`config.mk`:
```
export PLATFORM = sky130hd
export DESIGN_NAME = melody_note_sequencer
export DESIGN_NICKNAME = d
export VERILOG_FILES = /design/src/rtl/mns_pkg.sv /design/src/rtl/mns_seq_core.sv /design/src/rtl/melody_note_sequencer.sv
export VERILOG_INCLUDE_DIRS = /design/src /design/src/rtl
export SDC_FILE = /design/constraint.sdc
export NUM_CORES = 2
export LEC_CHECK = 0
export BUFFER_PORTS_ARGS = -buffer_cell sky130_fd_sc_hd__clkbuf_2
export CORE_UTILIZATION = 50
export DETAILED_ROUTE_END_ITERATION = 6
export PLACE_DENSITY = 0.7
export SETUP_SLACK_MARGIN = 0.4
export SYNTH_ARGS = -nofsm -noshare
export SYNTH_HDL_FRONTEND = slang
export SYNTH_SLANG_ARGS = --single-unit
```
`constraint.sdc`:
```
create_clock -name clk -period 6.4 [get_ports clk]
set_input_delay 1.92 -clock clk [delete_from_list [all_inputs] [get_ports clk]]
set_output_delay 1.92 -clock clk [all_outputs]
set_load 0.01 [all_outputs]
```
`src/rtl/melody_note_sequencer_assert.svh`:
```
// Assertion macros shared by the melody note sequencer RTL.
`ifndef MELODY_NOTE_SEQUENCER_ASSERT_SVH
`define MELODY_NOTE_SEQUENCER_ASSERT_SVH
`ifndef SYNTHESIS
`define MNS_ASSERT_IMPLY(label, clk, rst_n, cond, prop, msg) \
  label: assert property (@(posedge clk) disable iff (!rst_n) (cond) |-> (prop)) else $error(msg);
`define MNS_ASSERT_NEXT(label, clk, rst_n, cond, prop, msg) \
  label: assert property (@(posedge clk) disable iff (!rst_n) (cond) |=> (prop)) else $error(msg);
`else
`define MNS_ASSERT_IMPLY(label, clk, rst_n, cond, prop, msg)
`define MNS_ASSERT_NEXT(label, clk, rst_n, cond, prop, msg)
`endif
`endif

```
`src/rtl/mns_pkg.sv`:
```
// Package with the types, codes and constants of the melody note sequencer.
package mns_pkg;

  localparam int unsigned DEFAULT_TABLE_DEPTH = 64;

  localparam int unsigned MODE_W   = 2;
  localparam int unsigned SLOT_W   = 6;
  localparam int unsigned FREQ_W   = 16;
  localparam int unsigned MS_W     = 16;
  localparam int unsigned ELAPSED_W = 18;
  localparam int unsigned LEN_W    = 7;
  localparam int unsigned LOOP_W   = 8;
  localparam int unsigned CFG_W    = 8;
  localparam int unsigned IN_DATA_W  = 56;
  localparam int unsigned OUT_DATA_W = 32;

  localparam logic [ELAPSED_W-1:0] ELAPSED_MAX = '1;

  localparam logic [MODE_W-1:0] MODE_TICK  = 2'd0;
  localparam logic [MODE_W-1:0] MODE_LOAD  = 2'd1;
  localparam logic [MODE_W-1:0] MODE_START = 2'd2;

  localparam logic REG_SONG_LENGTH = 1'b0;
  localparam logic REG_LOOP_COUNT  = 1'b1;

  localparam logic [LEN_W-1:0]  SONG_LENGTH_RST = 7'd1;
  localparam logic [LOOP_W-1:0] LOOP_COUNT_RST  = 8'd1;

  typedef struct packed {
    logic [MS_W-1:0]   pause;
    logic [MS_W-1:0]   duration;
    logic [FREQ_W-1:0] freq;
  } note_t;

  typedef struct packed {
    logic              busy;
    logic [LOOP_W-1:0] loop_done;
    logic [SLOT_W-1:0] note;
    logic              sounding;
  } status_t;

endpackage

```
`src/rtl/mns_seq_core.sv`:
```
// Playback state of the melody note sequencer: timing, note advance and passes.
module mns_seq_core #(
  parameter int unsigned TABLE_DEPTH = mns_pkg::DEFAULT_TABLE_DEPTH,
  parameter int unsigned PTR_W = (TABLE_DEPTH > 1) ? $clog2(TABLE_DEPTH) : 1
) (
  input  logic                           clk,
  input  logic                           rst_n,
  input  logic                           item_en,
  input  logic [mns_pkg::MODE_W-1:0]     mode,
  input  logic                           cfg_we,
  input  logic                           cfg_index,
  input  logic [mns_pkg::CFG_W-1:0]      cfg_wdata,
  input  mns_pkg::note_t                 cur_note,
  output logic [PTR_W-1:0]               rd_addr,
  output mns_pkg::status_t               status_nxt
);
  import mns_pkg::*;

  localparam int unsigned CNT_W = (PTR_W + 1 > LEN_W) ? PTR_W + 1 : LEN_W;

  logic [LEN_W-1:0]     song_length_r;
  logic [LOOP_W-1:0]    loop_count_r;
  logic [ELAPSED_W-1:0] elapsed_r, elapsed_nxt, elapsed_inc;
  logic [PTR_W-1:0]     ptr_r, ptr_nxt;
  logic                 restart_r, restart_nxt;
  logic [LOOP_W-1:0]    loop_r, loop_nxt, loop_inc;
  logic                 playing_r, playing_nxt;
  logic                 tone_r, tone_nxt;
  logic [CNT_W-1:0]     len_c, next_c;
  logic [MS_W:0]        total;
  logic [PTR_W+SLOT_W-1:0] ptr_wide;

  always_ff @(posedge clk) begin
    if (!rst_n) begin
      song_length_r <= SONG_LENGTH_RST;
      loop_count_r  <= LOOP_COUNT_RST;
    end else if (cfg_we) begin
      case (cfg_index)
        REG_SONG_LENGTH: song_length_r <= cfg_wdata[LEN_W-1:0];
        REG_LOOP_COUNT:  loop_count_r  <= cfg_wdata[LOOP_W-1:0];
        default: ;
      endcase
    end
  end

  always_comb begin
    len_c = CNT_W'(song_length_r);
    if (len_c == '0) begin
      len_c = CNT_W'(1);
    end
    if (len_c > CNT_W'(TABLE_DEPTH)) begin
      len_c = CNT_W'(TABLE_DEPTH);
    end
  end

  assign next_c      = CNT_W'(ptr_r) + CNT_W'(1);
  assign total       = {1'b0, cur_note.duration} + {1'b0, cur_note.pause};
  assign elapsed_inc = (elapsed_r == ELAPSED_MAX) ? elapsed_r : elapsed_r + ELAPSED_W'(1);
  assign loop_inc    = loop_r + LOOP_W'(1);

  always_comb begin
    elapsed_nxt = elapsed_r;
    ptr_nxt     = ptr_r;
    restart_nxt = restart_r;
    loop_nxt    = loop_r;
    playing_nxt = playing_r;
    tone_nxt    = tone_r;
    if (item_en) begin
      case (mode)
        MODE_TICK: begin
          if (playing_r) begin
            if (restart_r) begin
              restart_nxt = 1'b0;
              ptr_nxt     = '0;
              elapsed_nxt = '0;
              tone_nxt    = 1'b1;
            end else begin
              elapsed_nxt = elapsed_inc;
              if (tone_r && (elapsed_inc >= ELAPSED_W'(cur_note.duration))) begin
                tone_nxt = 1'b0;
              end
              if (elapsed_inc >= ELAPSED_W'(total)) begin
                if (next_c < len_c) begin
                  ptr_nxt     = next_c[PTR_W-1:0];
                  elapsed_nxt = '0;
                  tone_nxt    = 1'b1;
                end else begin
                  loop_nxt = loop_inc;
                  tone_nxt = 1'b0;
                  if (loop_inc < loop_count_r) begin
                    restart_nxt = 1'b1;
                  end else begin
                    playing_nxt = 1'b0;
                  end
                end
              end
            end
          end
        end
        MODE_START: begin
          playing_nxt = 1'b1;
          restart_nxt = 1'b0;
          loop_nxt    = '0;
          ptr_nxt     = '0;
          elapsed_nxt = '0;
          tone_nxt    = 1'b1;
        end
        default: ;
      endcase
    end
  end

  always_ff @(posedge clk) begin
    if (!rst_n) begin
      elapsed_r <= '0;
      ptr_r     <= '0;
      restart_r <= 1'b0;
      loop_r    <= '0;
      playing_r <= 1'b0;
      tone_r    <= 1'b0;
    end else begin
      elapsed_r <= elapsed_nxt;
      ptr_r     <= ptr_nxt;
      restart_r <= restart_nxt;
      loop_r    <= loop_nxt;
      playing_r <= playing_nxt;
      tone_r    <= tone_nxt;
    end
  end

  assign ptr_wide = (PTR_W + SLOT_W)'(ptr_nxt);
  assign rd_addr  = ptr_nxt;

  always_comb begin
    status_nxt.busy      = playing_nxt;
    status_nxt.sounding  = playing_nxt & tone_nxt;
    status_nxt.note      = ptr_wide[SLOT_W-1:0];
    status_nxt.loop_done = loop_nxt;
  end

endmodule

```
`src/rtl/melody_note_sequencer.sv`:
```
// Top level of the melody note sequencer: stream ports, note table and result pipeline.
`include "melody_note_sequencer_assert.svh"

// Takes one beat per clock cycle unless in_tready is low, and returns exactly one result beat
// for each, through the status register and then the output register. A beat updates the
// playback state in the cycle it is accepted; the note table has one write and one registered
// read port, and the read address follows the next note pointer, so the current note's timing
// and frequency are ready in the cycle after the beat. A load that hits the note being read is
// forwarded into the read register. The table needs no clearing pass after reset, and a slot
// must be loaded before the song reaches it.
module melody_note_sequencer #(
  parameter int unsigned TABLE_DEPTH = mns_pkg::DEFAULT_TABLE_DEPTH
) (
  input  logic                              clk,
  input  logic                              rst_n,
  input  logic                              in_tvalid,
  output logic                              in_tready,
  // note_slot, note_frequency, note_duration, note_pause, then zero fill
  input  logic [mns_pkg::IN_DATA_W-1:0]     in_tdata,
  // mode
  input  logic [mns_pkg::MODE_W-1:0]        in_tuser,
  output logic                              out_tvalid,
  input  logic                              out_tready,
  // sounding, tone_frequency, current_note, current_loop, busy_res
  output logic [mns_pkg::OUT_DATA_W-1:0]    out_tdata,
  input  logic                              cfg_we,
  input  logic                              cfg_index,
  input  logic [mns_pkg::CFG_W-1:0]         cfg_wdata
);
  import mns_pkg::*;

  localparam int unsigned PTR_W = (TABLE_DEPTH > 1) ? $clog2(TABLE_DEPTH) : 1;

  note_t                     note_mem [TABLE_DEPTH];
  note_t                     note_rd_r;
  note_t                     wr_note;
  logic [PTR_W-1:0]          rd_addr;
  logic [PTR_W-1:0]          wr_addr;
  logic [PTR_W+SLOT_W-1:0]   slot_wide;
  logic [SLOT_W-1:0]         in_slot;
  logic                      in_fire;
  logic                      mem_we;
  logic                      s2_free;
  status_t                   status_nxt;
  status_t                   s1_r;
  logic                      s1_valid_r;
  logic                      out_valid_r;
  logic [OUT_DATA_W-1:0]     out_r;
  logic [FREQ_W-1:0]         freq_sel;

  assign in_slot          = in_tdata[SLOT_W-1:0];
  assign wr_note.freq     = in_tdata[SLOT_W +: FREQ_W];
  assign wr_note.duration = in_tdata[SLOT_W+FREQ_W +: MS_W];
  assign wr_note.pause    = in_tdata[SLOT_W+FREQ_W+MS_W +: MS_W];

  assign s2_free   = !out_valid_r || out_tready;
  assign in_tready = !s1_valid_r || s2_free;
  assign in_fire   = in_tvalid && in_tready;

  assign slot_wide = (PTR_W + SLOT_W)'(in_slot);
  assign wr_addr   = slot_wide[PTR_W-1:0];
  assign mem_we    = in_fire && (in_tuser == MODE_LOAD)
                     && (slot_wide < (PTR_W + SLOT_W)'(TABLE_DEPTH));

  mns_seq_core #(
    .TABLE_DEPTH (TABLE_DEPTH),
    .PTR_W       (PTR_W)
  ) u_core (
    .clk        (clk),
    .rst_n      (rst_n),
    .item_en    (in_fire),
    .mode       (in_tuser),
    .cfg_we     (cfg_we),
    .cfg_index  (cfg_index),
    .cfg_wdata  (cfg_wdata),
    .cur_note   (note_rd_r),
    .rd_addr    (rd_addr),
    .status_nxt (status_nxt)
  );

  always_ff @(posedge clk) begin
    if (mem_we) begin
      note_mem[wr_addr] <= wr_note;
    end
    if (mem_we && (wr_addr == rd_addr)) begin
      note_rd_r <= wr_note;
    end else begin
      note_rd_r <= note_mem[rd_addr];
    end
  end

  always_ff @(posedge clk) begin
    if (!rst_n) begin
      s1_valid_r <= 1'b0;
    end else if (in_tready) begin
      s1_valid_r <= in_fire;
    end
  end

  always_ff @(posedge clk) begin
    if (in_fire) begin
      s1_r <= status_nxt;
    end
  end

  assign freq_sel = s1_r.busy ? note_rd_r.freq : '0;

  always_ff @(posedge clk) begin
    if (!rst_n) begin
      out_valid_r <= 1'b0;
    end else if (s2_free) begin
      out_valid_r <= s1_valid_r;
    end
  end

  always_ff @(posedge clk) begin
    if (s2_free && s1_valid_r) begin
      out_r <= {s1_r.busy, s1_r.loop_done, s1_r.note, freq_sel, s1_r.sounding};
    end
  end

  assign out_tvalid = out_valid_r;
  assign out_tdata  = out_r;

  `MNS_ASSERT_IMPLY(a_sound_needs_busy, clk, rst_n, out_valid_r, !out_r[0] || out_r[OUT_DATA_W-1], "sounding result while not busy")
  `MNS_ASSERT_IMPLY(a_hold_when_full, clk, rst_n, s1_valid_r && !s2_free, !in_tready, "input taken while both stages are full")
  `MNS_ASSERT_IMPLY(a_ptr_in_table, clk, rst_n, 1'b1, (PTR_W + 1)'(rd_addr) < (PTR_W + 1)'(TABLE_DEPTH), "note pointer beyond the table")
  `MNS_ASSERT_NEXT(a_start_note0, clk, rst_n, in_fire && (in_tuser == MODE_START), s1_valid_r && s1_r.busy && s1_r.sounding && (s1_r.note == '0), "start beat did not begin the first note")

endmodule
```
==> impl_metrics.csv <==
group,metric,value,unit
status,outcome,"finished, violations left",
status,failed_checks,"setup timing",
sta,period_needed,6.73,ns
drt,drt_iter0_markers,9413,
drt,wire_per_inst,36.6,um
die,rows,181,
placed_design,place_area,0.131,mm2
grt,grt_pass1_vias,60000,
yosys,ys_seq_area_share,77.4,%
worst_setup_path,cp-end-kind,"flip-flop",
finish,nets,5855,
clock_tree,htreeDepth,5,
yosys,synth_edf_count,3120,
yosys,synth_area_leader_cell,"edfxtp_1",
yosys,synth_area_leaders,"edfxtp_1, mux4_2, dfxtp_1",
grt,gr-usage-met1,38.6,%
placed_design,place_ws,-0.422,ns
placed_design,place_inst,8540,
drt,viasPerCell,6.70,
sta,period_share,105,%
placed_design,place_congestion,0.865,
yosys,ys.flop_type,"edfxtp_1",
sta,max_freq,0.149,GHz
clock_tree,cts_buffers,332,
finish,fin_util,58.6,%
finish,nFillCells,16600,
clock_tree,clk_pin_slew,0.06,ns
drt,num_vias,61500,
sta,rsz0062_at_grt,"true",
yosys,ys_ff_latch,3178,
drt,drcViolationCount,0,
sta,hold_viol_final,0,
worst_setup_path,critPathKind,"reg -> reg",
sta,worstMarginPinSlew,1.33,ns
die,initial_core_util,50.4,%
grt,grt_pass1_wl,464000,um
yosys,synth_nets,5235,
grt,top_usage_layer,"met2",
min_path,hold_path.class,"reg -> reg",
power,p_per_area,298,mW/mm2
sta,whs,0.418,ns
grt,track_usage,27.1,%
clock_tree,cts_hold_buffers,0,
finish,area_growth,16.3,%
yosys,synth_commonest_cells,"edfxtp_1, mux4_2, clkbuf_1",
power,leakagePower,43.8,nW
yosys,postSynthCellCount,5097,
yosys,yosysWarnings,0,
worst_setup_path,worstPathRequired,7.08,ns
placed_design,hpwlAfterDp,174000,um
clock_tree,clk_latency,0.97,ns
sta,setup_slack,-0.333,ns
sta,report.final.slew_viol_count,0,
clock_tree,cts.sinks,3178,
clock_tree,clk_path_buf_depth,4,
grt,antenna_found_initial,18,
finish,drive_gt1_share,36.3,%
grt,grtUsageMet3,5.35,%
worst_setup_path,critPathArrivalTime,7.41,ns
finish,stdcell_count,9178,
clock_tree,cts_tree,"done",
drt,drt_first_pass_iters,5,
power,ir_drop,259,uV
yosys,yosysMostFrequentCell,"edfxtp_1",
clock_tree,cts_root_buf,"clkbuf_16",
die,coreArea,0.243,mm2
sta,relSlewSlack,11.1,%
grt,grt_start_max_net_pins,65,
grt,met2_usage,41.8,%
yosys,syn-cell-area,0.123,mm2
die,die_h,497,um
yosys,async_reset_ff_share,0,%
die,io_pins,106,
die,die_area,0.247,mm2
worst_setup_path,start_kind,"flip-flop",
job,drv_cap,0,
placed_design,io_buffers,103,
sta,final.setup_skew,0.0717,ns
drt,totalWireLength,336000,um
yosys,avgSynthCellArea,24.1,um2
yosys,ys_types,62,
yosys,yosysTopAreaCellShare,76.4,%
sta,finalSetupViolCount,55,
drt,drt.antenna.violating_nets,0,
grt,overflow,0,
die,die_w,497,um
worst_setup_path,worstPathMaxFanout,7,
finish,stdcell_area,0.143,mm2
-- sequential cells by signal, summed over array words and instances (netlist names), named ones only --
register / count
u_core.loop_r: 8
s1_r: 16
u_core.restart_r: 1
out_tvalid: 1
u_core.tone_r: 1
u_core.playing_r: 1
note_mem: 3072
u_core.elapsed_r: 18
s1_valid_r: 1
u_core.song_length_r: 7
u_core.ptr_r: 6
out_tdata: 32
u_core.loop_count_r: 8
-- routing by layer --
layer	vias to the layer above	share of wire, %
met5	-	0.027
met4	14	4.2
met3	789	12
met2	4431	47
met1	33000	37
li1	23300	-
-- per-stage QoR --
stage | setup TNS [ns] | total power, mW
final | -12.29 | 42.5
after global routing | -20.10 | 43.4
after global placement | -11.67 | 23.8
after floorplan | 0 | 23.5
after detailed placement | -14.50 | 23.9
after CTS | -6.86 | 42.6
-- power by group --
group	switching, mW	internal (mW)
registers	0.0271	22.9
clock network	7.78	11.2
logic	0.412	0.0877
total	8.22	34.3
-- final timing paths --
path	startpoint	slack, ns	to	depth (start not counted)
worst max register to register	flip-flop	-0.33	s1_r[14]	26
worst max-delay path	flip-flop	-0.33	s1_r[14]	26
worst min-delay path	s1_r[7]	0.42	out_tdata[23]	0
worst min register to register	s1_r[7]	0.42	out_tdata[23]	0
-- cells in the final DEF (no fill, tap or decap), types with 16 or more instances in the layout --
cell,synthesis,final
mux4_2,994,994
clkbuf_2,0,103
clkbuf_1,163,55
inv_1,50,49
a31oi_1,27,24
clkinv_2,0,53
dfxtp_1,58,52
clkinv_1,0,67
nor2_4,0,65
nand3_1,33,30
a21oi_1,40,28
mux2i_1,23,22
nand2_1,74,73
edfxtp_1,3120,3120
clkbuf_16,0,343
diode_2,0,16
and2_1,23,23
ha_1,65,58
buf_4,0,316
xnor2_1,23,22
nor2_1,103,34
buf_12,0,90
bufinv_16,0,39
-- worst max-delay path: stages, from the launching register on --
cell	delay (ns)
dfxtp_4	0.46
buf_12	0.19
buf_12	0.12
buf_16	0.12
mux4_2	0.50
mux4_2	0.46
mux4_2	0.59
ha_4	0.22
fa_2	0.39
a21oi_4	0.18
o21ai_4	0.09
nor4_4	0.34
buf_4	0.18
buf_6	0.08
nor2_2	0.02
a21o_1	0.18
xnor2_2	0.14
ha_1	0.29
and4_1	0.17
a221o_1	0.40
a221oi_4	0.34
o21ai_2	0.11
buf_6	0.15
o211ai_1	0.27
buf_4	0.23
or4_4	0.14
a21oi_1	0.06
-- cell type report --
cell class                 count  area [um2]  area share, %
sequential                  3178       94900           66.5
multi-input combinational   1613       27600           19.3
clock buffer                 395        8710           6.11
timing repair buffer         542        5360           3.75
tap                         3202        4010           2.81
clock inverter               182        1890           1.32
inverter                      50         188          0.132
antenna                       16        40.0         0.0281
-- cell families after synthesis --
group / synth area share [%]
DFF: 77.4
muxes: 18.6
and+or+nand+nor: 1.29
buffers and inverters: 0.969
AOI/OAI and AO/OA: 0.845
adders and majority gates: 0.680
xor gates and xnor gates: 0.271
-- timing repair --
| action | CTS | global route |
|---|---|---|
| buffers inserted | 18 | 17 |
| gates resized for setup | 62 | 64 |
| gates cloned | 6 | 4 |
| pin swaps | 31 | 41 |
| setup endpoints to repair | 57 | 57 |
| endpoints found under the hold margin | 0 | 0 |
Note: power is estimated with default switching activity, not from simulation.
